`src/rtl/ptle_pkg.sv`:
```
// Shared constants, codes and control structs for the paged translation block.
`timescale 1ns / 1ps
package ptle_pkg;

  localparam int MAX_PROCESSES     = 8;
  localparam int PAGES_PER_PROCESS = 16;
  localparam int PAGE_SIZE         = 64;
  localparam int MAX_FRAMES        = 16;
  localparam int NUM_ENTRIES       = MAX_PROCESSES * PAGES_PER_PROCESS;

  localparam int PID_W   = $clog2(MAX_PROCESSES);
  localparam int PAGE_W  = $clog2(PAGES_PER_PROCESS);
  localparam int OFF_W   = $clog2(PAGE_SIZE);
  localparam int FRAME_W = $clog2(MAX_FRAMES);
  localparam int IDX_W   = $clog2(NUM_ENTRIES);
  localparam int VA_W    = 10;
  localparam int PA_W    = 10;
  localparam int STAMP_W = 5;
  localparam int NP_W    = 4;
  localparam int NF_W    = 5;
  localparam int FU_W    = 5;

  localparam int CFG_IDX_W  = 1;
  localparam int CFG_DATA_W = 5;

  localparam logic [CFG_IDX_W-1:0] REG_NUM_PROCESSES = 1'd0;
  localparam logic [CFG_IDX_W-1:0] REG_NUM_FRAMES    = 1'd1;

  localparam logic [NP_W-1:0]    NP_RESET  = NP_W'(MAX_PROCESSES);
  localparam logic [NF_W-1:0]    NF_RESET  = NF_W'(MAX_FRAMES);
  localparam logic [STAMP_W-1:0] TIME_WRAP = 5'd31;

  typedef struct packed {
    logic accept;
    logic check;
    logic scan_rd;
    logic commit;
    logic clear_wr;
    logic load_out;
  } ptle_cmd_t;

  typedef struct packed {
    logic ignore;
    logic hit;
    logic alloc;
    logic wrap;
    logic cnt_last;
    logic out_busy;
  } ptle_sts_t;

endpackage

```
`src/rtl/ptle_ram.sv`:
```
// Generic simple dual-port RAM with registered read.
`timescale 1ns / 1ps
module ptle_ram #(
  parameter int WIDTH = 8,
  parameter int DEPTH = 16
) (
  input  logic                     clk,
  input  logic                     we,
  input  logic [$clog2(DEPTH)-1:0] waddr,
  input  logic [WIDTH-1:0]         wdata,
  input  logic                     re,
  input  logic [$clog2(DEPTH)-1:0] raddr,
  output logic [WIDTH-1:0]         rdata
);

  logic [WIDTH-1:0] mem [DEPTH];

  always_ff @(posedge clk) begin
    if (we) begin
      mem[waddr] <= wdata;
    end
    if (re) begin
      rdata <= mem[raddr];
    end
  end

endmodule

```
`src/rtl/ptle_ctrl.sv`:
```
// Controller state machine for the paged translation block.
`timescale 1ns / 1ps
module ptle_ctrl (
  input  logic               clk,
  input  logic               rst,
  input  logic               in_valid,
  output logic               in_stall,
  input  ptle_pkg::ptle_sts_t sts,
  output ptle_pkg::ptle_cmd_t cmd
);
  import ptle_pkg::*;

  typedef enum logic [6:0] {
    ST_IDLE      = 7'b0000001,
    ST_CHECK     = 7'b0000010,
    ST_SCAN      = 7'b0000100,
    ST_SCAN_LAST = 7'b0001000,
    ST_COMMIT    = 7'b0010000,
    ST_CLEAR     = 7'b0100000,
    ST_OUT       = 7'b1000000
  } state_t;

  state_t state, state_next;

  always_ff @(posedge clk) begin
    if (rst) begin
      state <= ST_IDLE;
    end else begin
      state <= state_next;
    end
  end

  assign in_stall = (state != ST_IDLE);

  always_comb begin
    state_next = state;
    cmd = '0;
    unique case (state)
      ST_IDLE: begin
        cmd.accept = in_valid;
        if (in_valid) state_next = ST_CHECK;
      end
      ST_CHECK: begin
        cmd.check = 1'b1;
        if (sts.ignore) state_next = ST_OUT;
        else if (sts.hit || sts.alloc) state_next = ST_COMMIT;
        else state_next = ST_SCAN;
      end
      ST_SCAN: begin
        cmd.scan_rd = 1'b1;
        if (sts.cnt_last) state_next = ST_SCAN_LAST;
      end
      ST_SCAN_LAST: begin
        state_next = ST_COMMIT;
      end
      ST_COMMIT: begin
        cmd.commit = 1'b1;
        state_next = sts.wrap ? ST_CLEAR : ST_OUT;
      end
      ST_CLEAR: begin
        cmd.clear_wr = 1'b1;
        if (sts.cnt_last) state_next = ST_OUT;
      end
      ST_OUT: begin
        if (!sts.out_busy) begin
          cmd.load_out = 1'b1;
          state_next = ST_IDLE;
        end
      end
      default: state_next = ST_IDLE;
    endcase
  end

endmodule

```
`src/rtl/ptle_dpath.sv`:
```
// Datapath: config, page entries, LRU scan, timestamp clear and result registers.
`timescale 1ns / 1ps
module ptle_dpath (
  input  logic                                clk,
  input  logic                                rst,
  input  logic                                cfg_valid,
  output logic                                cfg_ready,
  input  logic [ptle_pkg::CFG_IDX_W-1:0]      cfg_index,
  input  logic [ptle_pkg::CFG_DATA_W-1:0]     cfg_data,
  input  logic [ptle_pkg::PID_W-1:0]          process_id,
  input  logic [ptle_pkg::VA_W-1:0]           virtual_address,
  input  logic                                advance_time,
  output logic                                out_valid,
  input  logic                                out_stall,
  output logic [ptle_pkg::PA_W-1:0]           physical_address,
  output logic                                page_fault,
  output logic                                evicted,
  output logic [ptle_pkg::PID_W-1:0]          evicted_process,
  output logic [ptle_pkg::PAGE_W-1:0]         evicted_page,
  output logic [ptle_pkg::FRAME_W-1:0]        frame_number,
  input  ptle_pkg::ptle_cmd_t                 cmd,
  output ptle_pkg::ptle_sts_t                 sts
);
  import ptle_pkg::*;

  // config
  logic [NP_W-1:0] num_processes;
  logic [NF_W-1:0] num_frames;
  logic [PID_W-1:0] np_m1;
  logic [NF_W-1:0] nf_clamp;

  assign cfg_ready = 1'b1;

  always_ff @(posedge clk) begin
    if (rst) begin
      num_processes <= NP_RESET;
      num_frames    <= NF_RESET;
    end else if (cfg_valid && cfg_ready) begin
      unique case (cfg_index)
        REG_NUM_PROCESSES: num_processes <= cfg_data[NP_W-1:0];
        REG_NUM_FRAMES:    num_frames    <= cfg_data[NF_W-1:0];
        default: ;
      endcase
    end
  end

  always_comb begin
    if (num_processes == '0) np_m1 = '0;
    else if (num_processes > NP_W'(MAX_PROCESSES)) np_m1 = PID_W'(MAX_PROCESSES - 1);
    else np_m1 = PID_W'(num_processes - NP_W'(1));
    if (num_frames == '0) nf_clamp = NF_W'(1);
    else if (num_frames > NF_W'(MAX_FRAMES)) nf_clamp = NF_W'(MAX_FRAMES);
    else nf_clamp = num_frames;
  end

  // access registers
  logic [PID_W-1:0] pid;
  logic [VA_W-1:0]  va;
  logic             adv;
  logic [IDX_W-1:0] cur;
  logic [OFF_W-1:0] offset;

  always_ff @(posedge clk) begin
    if (cmd.accept) begin
      pid <= process_id;
      va  <= virtual_address;
      adv <= advance_time;
    end
  end

  assign cur    = {pid, va[OFF_W+PAGE_W-1:OFF_W]};
  assign offset = va[OFF_W-1:0];

  // entry state
  logic [NUM_ENTRIES-1:0] present;
  logic [FU_W-1:0]        frames_used;
  logic [STAMP_W-1:0]     time_counter;
  logic [IDX_W-1:0]       cnt;
  logic [IDX_W-1:0]       last_idx;

  assign last_idx = {np_m1, {PAGE_W{1'b1}}};

  logic [FRAME_W-1:0] frame_rdata;
  logic [STAMP_W-1:0] stamp_rdata;
  logic               frame_we;
  logic [FRAME_W-1:0] frame_sel;
  logic               stamp_we;
  logic [IDX_W-1:0]   stamp_waddr;
  logic [STAMP_W-1:0] stamp_wdata;

  ptle_ram #(.WIDTH(FRAME_W), .DEPTH(NUM_ENTRIES)) u_frame_ram (
    .clk   (clk),
    .we    (frame_we),
    .waddr (cur),
    .wdata (frame_sel),
    .re    (cmd.check || cmd.scan_rd),
    .raddr (cmd.check ? cur : cnt),
    .rdata (frame_rdata)
  );

  ptle_ram #(.WIDTH(STAMP_W), .DEPTH(NUM_ENTRIES)) u_stamp_ram (
    .clk   (clk),
    .we    (stamp_we),
    .waddr (stamp_waddr),
    .wdata (stamp_wdata),
    .re    (cmd.scan_rd),
    .raddr (cnt),
    .rdata (stamp_rdata)
  );

  // path flags latched at check
  logic hit_q, alloc_q;
  // LRU search
  logic               cmp_vld;
  logic [IDX_W-1:0]   cmp_idx;
  logic               found;
  logic [IDX_W-1:0]   best_idx;
  logic [STAMP_W-1:0] best_stamp;
  logic [FRAME_W-1:0] best_frame;
  logic               evict;
  logic               mapped;

  assign evict  = !hit_q && !alloc_q && found;
  assign mapped = hit_q || alloc_q || found;

  always_comb begin
    if (hit_q) frame_sel = frame_rdata;
    else if (alloc_q) frame_sel = frames_used[FRAME_W-1:0];
    else frame_sel = best_frame;
  end

  assign frame_we = cmd.commit && mapped;
  assign stamp_we = cmd.commit || cmd.clear_wr;
  assign stamp_waddr = cmd.clear_wr ? cnt : cur;
  always_comb begin
    if (cmd.clear_wr) stamp_wdata = (cnt == cur) ? STAMP_W'(1) : '0;
    else stamp_wdata = time_counter;
  end

  always_ff @(posedge clk) begin
    if (cmd.check) begin
      hit_q   <= present[cur];
      alloc_q <= !present[cur] && (frames_used < nf_clamp);
    end
    if (cmp_vld && present[cmp_idx] && (!found || stamp_rdata < best_stamp)) begin
      best_idx   <= cmp_idx;
      best_stamp <= stamp_rdata;
      best_frame <= frame_rdata;
    end
    cmp_idx <= cnt;
  end

  always_ff @(posedge clk) begin
    if (rst) begin
      present      <= '0;
      frames_used  <= '0;
      time_counter <= '0;
      cnt          <= '0;
      cmp_vld      <= 1'b0;
      found        <= 1'b0;
    end else begin
      cmp_vld <= cmd.scan_rd;
      if (cmd.check) begin
        found <= 1'b0;
      end else if (cmp_vld && present[cmp_idx]) begin
        found <= 1'b1;
      end
      if (cmd.check || cmd.commit) begin
        cnt <= '0;
      end else if (cmd.scan_rd || cmd.clear_wr) begin
        cnt <= cnt + IDX_W'(1);
      end
      if (cmd.commit) begin
        if (evict) present[best_idx] <= 1'b0;
        if (mapped) present[cur] <= 1'b1;
        if (alloc_q) frames_used <= frames_used + FU_W'(1);
        time_counter <= ((time_counter == TIME_WRAP) ? STAMP_W'(1) : time_counter)
                        + STAMP_W'(adv);
      end
    end
  end

  // result staging
  logic [PA_W-1:0]    res_phys;
  logic               res_fault;
  logic               res_evict;
  logic [IDX_W-1:0]   res_ev_idx;
  logic [FRAME_W-1:0] res_frame;

  always_ff @(posedge clk) begin
    if (cmd.check) begin
      res_phys   <= '0;
      res_fault  <= 1'b0;
      res_evict  <= 1'b0;
      res_ev_idx <= '0;
      res_frame  <= '0;
    end else if (cmd.commit) begin
      res_phys   <= mapped ? PA_W'({frame_sel, offset}) : '0;
      res_fault  <= !hit_q;
      res_evict  <= evict;
      res_ev_idx <= evict ? best_idx : '0;
      res_frame  <= mapped ? frame_sel : '0;
    end
  end

  always_ff @(posedge clk) begin
    if (rst) begin
      out_valid <= 1'b0;
    end else if (cmd.load_out) begin
      out_valid <= 1'b1;
    end else if (!out_stall) begin
      out_valid <= 1'b0;
    end
  end

  always_ff @(posedge clk) begin
    if (cmd.load_out) begin
      physical_address <= res_phys;
      page_fault       <= res_fault;
      evicted          <= res_evict;
      evicted_process  <= res_ev_idx[IDX_W-1:PAGE_W];
      evicted_page     <= res_ev_idx[PAGE_W-1:0];
      frame_number     <= res_frame;
    end
  end

  always_comb begin
    sts.ignore   = pid > np_m1;
    sts.hit      = present[cur];
    sts.alloc    = frames_used < nf_clamp;
    sts.wrap     = time_counter == TIME_WRAP;
    sts.cnt_last = cnt == last_idx;
    sts.out_busy = out_valid && out_stall;
  end

endmodule

```
`src/rtl/paged_translation_lru_evict_core.sv`:
```
// Top level: paged address translation with LRU eviction.
//
//  channel | direction | handshake              | payload
//  in      | input     | in_valid / in_stall    | process_id, virtual_address, advance_time
//  out     | output    | out_valid / out_stall  | physical_address, page_fault, evicted,
//          |           |                        | evicted_process, evicted_page, frame_number
//  cfg     | input     | cfg_valid / cfg_ready  | cfg_index, cfg_data
//
// One access at a time. A hit or free-frame miss goes through check, commit and output; an
// ignored process id goes from check straight to output. A miss with no free frame adds a
// scan of num_processes*16 entries, one per cycle through the entry RAMs, before commit; a
// timestamp wrap adds a clear pass over the same entries after commit.
// Reset (synchronous) clears the present bits at once.
// A stalled result waits in the output register; the next access is taken meanwhile.
`timescale 1ns / 1ps
module paged_translation_lru_evict_core (
  input  logic                            clk,
  input  logic                            rst,
  input  logic                            in_valid,
  output logic                            in_stall,
  input  logic [ptle_pkg::PID_W-1:0]      process_id,
  input  logic [ptle_pkg::VA_W-1:0]       virtual_address,
  input  logic                            advance_time,
  output logic                            out_valid,
  input  logic                            out_stall,
  output logic [ptle_pkg::PA_W-1:0]       physical_address,
  output logic                            page_fault,
  output logic                            evicted,
  output logic [ptle_pkg::PID_W-1:0]      evicted_process,
  output logic [ptle_pkg::PAGE_W-1:0]     evicted_page,
  output logic [ptle_pkg::FRAME_W-1:0]    frame_number,
  input  logic                            cfg_valid,
  output logic                            cfg_ready,
  input  logic [ptle_pkg::CFG_IDX_W-1:0]  cfg_index,
  input  logic [ptle_pkg::CFG_DATA_W-1:0] cfg_data
);
  import ptle_pkg::*;

  ptle_cmd_t cmd;
  ptle_sts_t sts;

  ptle_ctrl u_ctrl (
    .clk      (clk),
    .rst      (rst),
    .in_valid (in_valid),
    .in_stall (in_stall),
    .sts      (sts),
    .cmd      (cmd)
  );

  ptle_dpath u_dpath (
    .clk              (clk),
    .rst              (rst),
    .cfg_valid        (cfg_valid),
    .cfg_ready        (cfg_ready),
    .cfg_index        (cfg_index),
    .cfg_data         (cfg_data),
    .process_id       (process_id),
    .virtual_address  (virtual_address),
    .advance_time     (advance_time),
    .out_valid        (out_valid),
    .out_stall        (out_stall),
    .physical_address (physical_address),
    .page_fault       (page_fault),
    .evicted          (evicted),
    .evicted_process  (evicted_process),
    .evicted_page     (evicted_page),
    .frame_number     (frame_number),
    .cmd              (cmd),
    .sts              (sts)
  );

endmodule
```
`config.mk`:
```
export PLATFORM = sky130hd
export DESIGN_NAME = paged_translation_lru_evict_core
export DESIGN_NICKNAME = d
export VERILOG_FILES = /design/src/rtl/ptle_pkg.sv /design/src/rtl/ptle_ram.sv /design/src/rtl/ptle_ctrl.sv /design/src/rtl/ptle_dpath.sv /design/src/rtl/paged_translation_lru_evict_core.sv
export SDC_FILE = /design/constraint.sdc
export NUM_CORES = 2
export LEC_CHECK = 0
export ABC_AREA = 0
export BUFFER_PORTS_ARGS = -buffer_cell sky130_fd_sc_hd__buf_2
export CAP_MARGIN = 40
export CORE_UTILIZATION = 50
export CTS_BUF_LIST = sky130_fd_sc_hd__clkbuf_8
export CTS_CLUSTER_DIAMETER = 150
export DETAILED_ROUTE_END_ITERATION = 10
export PLACE_DENSITY = 0.76
export SYNTH_ARGS = -nofsm -noshare
export SYNTH_HDL_FRONTEND = slang
export SYNTH_HIERARCHICAL = 1
export SYNTH_SLANG_ARGS = --single-unit
```
`constraint.sdc`:
```
create_clock -name clk -period 9.6 [get_ports clk]
set_clock_uncertainty 0.2 [all_clocks]
set_input_delay 1.92 -clock clk [delete_from_list [all_inputs] [get_ports clk]]
set_output_delay 1.92 -clock clk [all_outputs]
set_load 0.03 [all_outputs]
```
==> out/qor.txt <==
Core ar. -> 113000 sq um
most frequent cells in the layout -> edfxtp_1 (1212), mux4_2 (411), nor2_1 (330)
via/cell ratio -> 6.32
# H-tree levels -> 4
initial core utilization -> 50.7%
Setup TNS Final -> 0 ns
post-CTS sizing -> 0
RSZ-0062 raised after global routing -> false
critical path's slowest cell -> mux2_4
fin crit share -> 54.9%
number of synthesized flops with an enable pin -> 1212
Cells after Synth -> 3315
pins over their slew limit -> 0
GRT Resource Usage Total -> 23.5%
Synthesis Warnings -> 6
IO buf count -> 49
Total Wirelength -> 137 mm
Most common cell on crit path -> mux4_2
overall die width -> 341 um
DRT iter0 DRCs -> 3784
worst slew margin relative to its limit -> 33.5%
Setup crit end kind -> register
DRC violations left -> 0
sequential fraction of the synthesis area -> 70.1%
Comb pwr share -> 8.2%
CP Launch Type -> register
Switch Pwr -> 2.94 mW
via count -> 32431
peak supply drop -> 0.148 mV
P per Cell Area -> 194 nW/um^2
CTS buffer count -> 208
largest net degree at the start of global routing -> 95
CP max FO -> 47
Flop pwr share -> 54.0%
design area -> 63900 sq um
Post-DP HPWL -> 87.7 mm
fill count -> 8255
cell-internal power -> 9.47 mW
outcome -> finished clean
HP Class -> register to register
pre-CTS setup slack -> 4.37 ns
area grow syn2layout -> 11.5%
Lkg Pwr -> 19.7 nW
RePlAce Congestion -> 0.901
DRT Pass-1 Iters -> 7
type of the worst setup path -> register to register
clock root cell -> clkbuf_8
Required @ worst endpoint -> 10.01 ns
max-cap violations -> 0
Worst-Skew Late Latency -> 0.88 ns
clock slew at reported path FFs -> 0.06 ns
Placed Area -> 59800 sq um
Synth Register Bits -> 1402
Bufs on Longest Clock Path -> 3
Clk pwr share -> 37.7%
Post-CTS Setup Inserts -> 0
Global Route met2 Usage -> 36.6%
R2R Setup Slk -> 4.33 ns
Cell variety after synth -> 65
fin crit period -> 5.27 ns
worst-path cell chain -> nor3_2, nand3_1, inv_1, buf_4, mux2_4, buf_4, buf_16, mux4_2, mux4_2, mux4_2, mux2_2
Worst Tran Pin Value -> 0.994 ns
global-route wire length before repair -> 203 mm
CTS tree -> yes
CTS Hold Buffers Added -> 0
most common cell after layout, fill and taps aside -> edfxtp_1
final hold vios -> 0
FF+latch area -> 40200 sq um
Synthesized Nets -> 3356
GR Util met3 -> 5.94%
final setup margin -> 4.33 ns
Most Used Layer, Global Route -> met2
vias in the first global route -> 32017
layout cells sized above 1 -> 24.5%
Avg WL per Cell -> 26.7 um
Cell Area, Synth -> 57300 sq um
initial antenna violation count -> 5
crit path DAT -> 5.68 ns
area of the multi-input gates -> 16200 sq um
GRT Residual Overflow -> 0
Achievable Freq -> 0.190 GHz
post-synthesis async set-or-reset flop share -> 0%
Die Y -> 341 um
FP Rows -> 123
Final ANT Viol Nets -> 0
Post-Syn Area per Cell -> 17.3 sq um
num ports -> 51
dominant synthesized flop cell -> edfxtp_1
TritonCTS Sinks -> 1402
nets -> 3498
die area -> 116000 sq um
CP max stage delay -> 0.64 ns
met1 usage -> 32.4%
Sw Share -> 23.7%
Final setup violation count -> 0
-- registers in the layout, summed over array words and instances, names as in the netlist, 10 cells and up --
name,cells
u_dpath/physical_address,10
u_dpath/u_frame_ram/mem,512
u_dpath/res_phys,10
u_dpath/u_stamp_ram/mem,640
u_dpath/va,10
u_dpath/present,128
-- area by class of cell --
cell class | instances | share of cell area, %
Tap cell | 1500 | 2.94
Timing Repair Buffer | 140 | 2.25
Clock buffer | 232 | 5.00
Clock inverter | 149 | 1.39
Multi-Input combinational cell | 1688 | 25.4
Inverter | 17 | 0.0998
Antenna cell | 1 | 0.00392
Sequential cell | 1402 | 62.9
-- layer usage --
layer	wire [um]	vias up
met5	13	-
met4	4180	2
met3	15400	298
met2	65400	2055
met1	51900	16549
li1	-	13527
-- power by group through the flow --
stage                     clock, mW  sequential, mW  combinational, mW
after floorplan                   0            6.86              0.598
after global placement            0            6.83              0.925
after detailed placement          0            6.83              0.997
after CTS                      4.75            6.71              0.999
after global routing           5.01            6.70               1.06
final                          4.69            6.71               1.02
-- kinds of logic after synthesis --
| family | Yosys count | share of synthesized area (%) |
|---|---|---|
| DFF | 1402 | 70.1 |
| and+or+nand+nor | 750 | 5.63 |
| muxes | 493 | 17.7 |
| AOI/OAI and AO/OA | 405 | 3.99 |
| buffers and inverters | 225 | 1.80 |
| xor gates and xnor gates | 22 | 0.336 |
| adders and majority gates | 17 | 0.367 |
| other | 1 | 0.00654 |
-- worst max-delay path: cells and delay by family (launching register included) --
kind                   cells  cell delay (ns)
and+or+nand+nor            2             0.60
buffers and inverters      4             1.45
DFF                        1             0.41
muxes                      5             2.30
-- worst paths after layout --
check	end	depth (start not counted)	startpoint
worst max-delay path	u_dpath/u_frame_ram/rdata[1]	11	u_ctrl/state[3]
worst min-delay path	u_dpath/evicted_process[1]	0	u_dpath/res_ev_idx[5]
worst min register to register	u_dpath/evicted_process[1]	0	u_dpath/res_ev_idx[5]
worst max register to register	u_dpath/u_frame_ram/rdata[1]	11	u_ctrl/state[3]
-- through the flow --
stage                     hold WS [ns]  total power, mW  instances  utilization [%]
final                            0.242             12.4       5129             56.5
after global routing             0.246             12.8       5129             56.5
after CTS                        0.240             12.5       5127             56.5
after detailed placement         0.221             7.83       4746             52.9
after global placement           0.217             7.76       4703             52.2
after floorplan                  0.182             7.46       3315                -
-- Yosys cell counts (8+ instances only) --
library cell / number / area share, %
a21oi_1: 152 / 1.3
a221oi_1: 8 / 0.12
a22oi_1: 29 / 0.38
and3_1: 9 / 0.098
buf_1: 27 / 0.18
buf_2: 30 / 0.26
buf_4: 16 / 0.21
clkbuf_1: 125 / 0.82
dfxtp_1: 190 / 6.6
edfxtp_1: 1212 / 63
ha_1: 16 / 0.35
inv_1: 16 / 0.10
mux2_2: 36 / 0.71
mux2i_1: 43 / 0.75
mux4_2: 411 / 16
nand2_1: 219 / 1.4
nand2b_1: 12 / 0.13
nand3_1: 59 / 0.52
nand4_1: 13 / 0.14
nor2_1: 334 / 2.2
nor2b_1: 36 / 0.39
nor3_1: 28 / 0.24
nor4_1: 10 / 0.11
o21ai_0: 159 / 1.4
o22ai_1: 15 / 0.16
o2bb2ai_1: 8 / 0.12
xor2_1: 15 / 0.23
No activity file was read; power rests on OpenSTA's default activity.
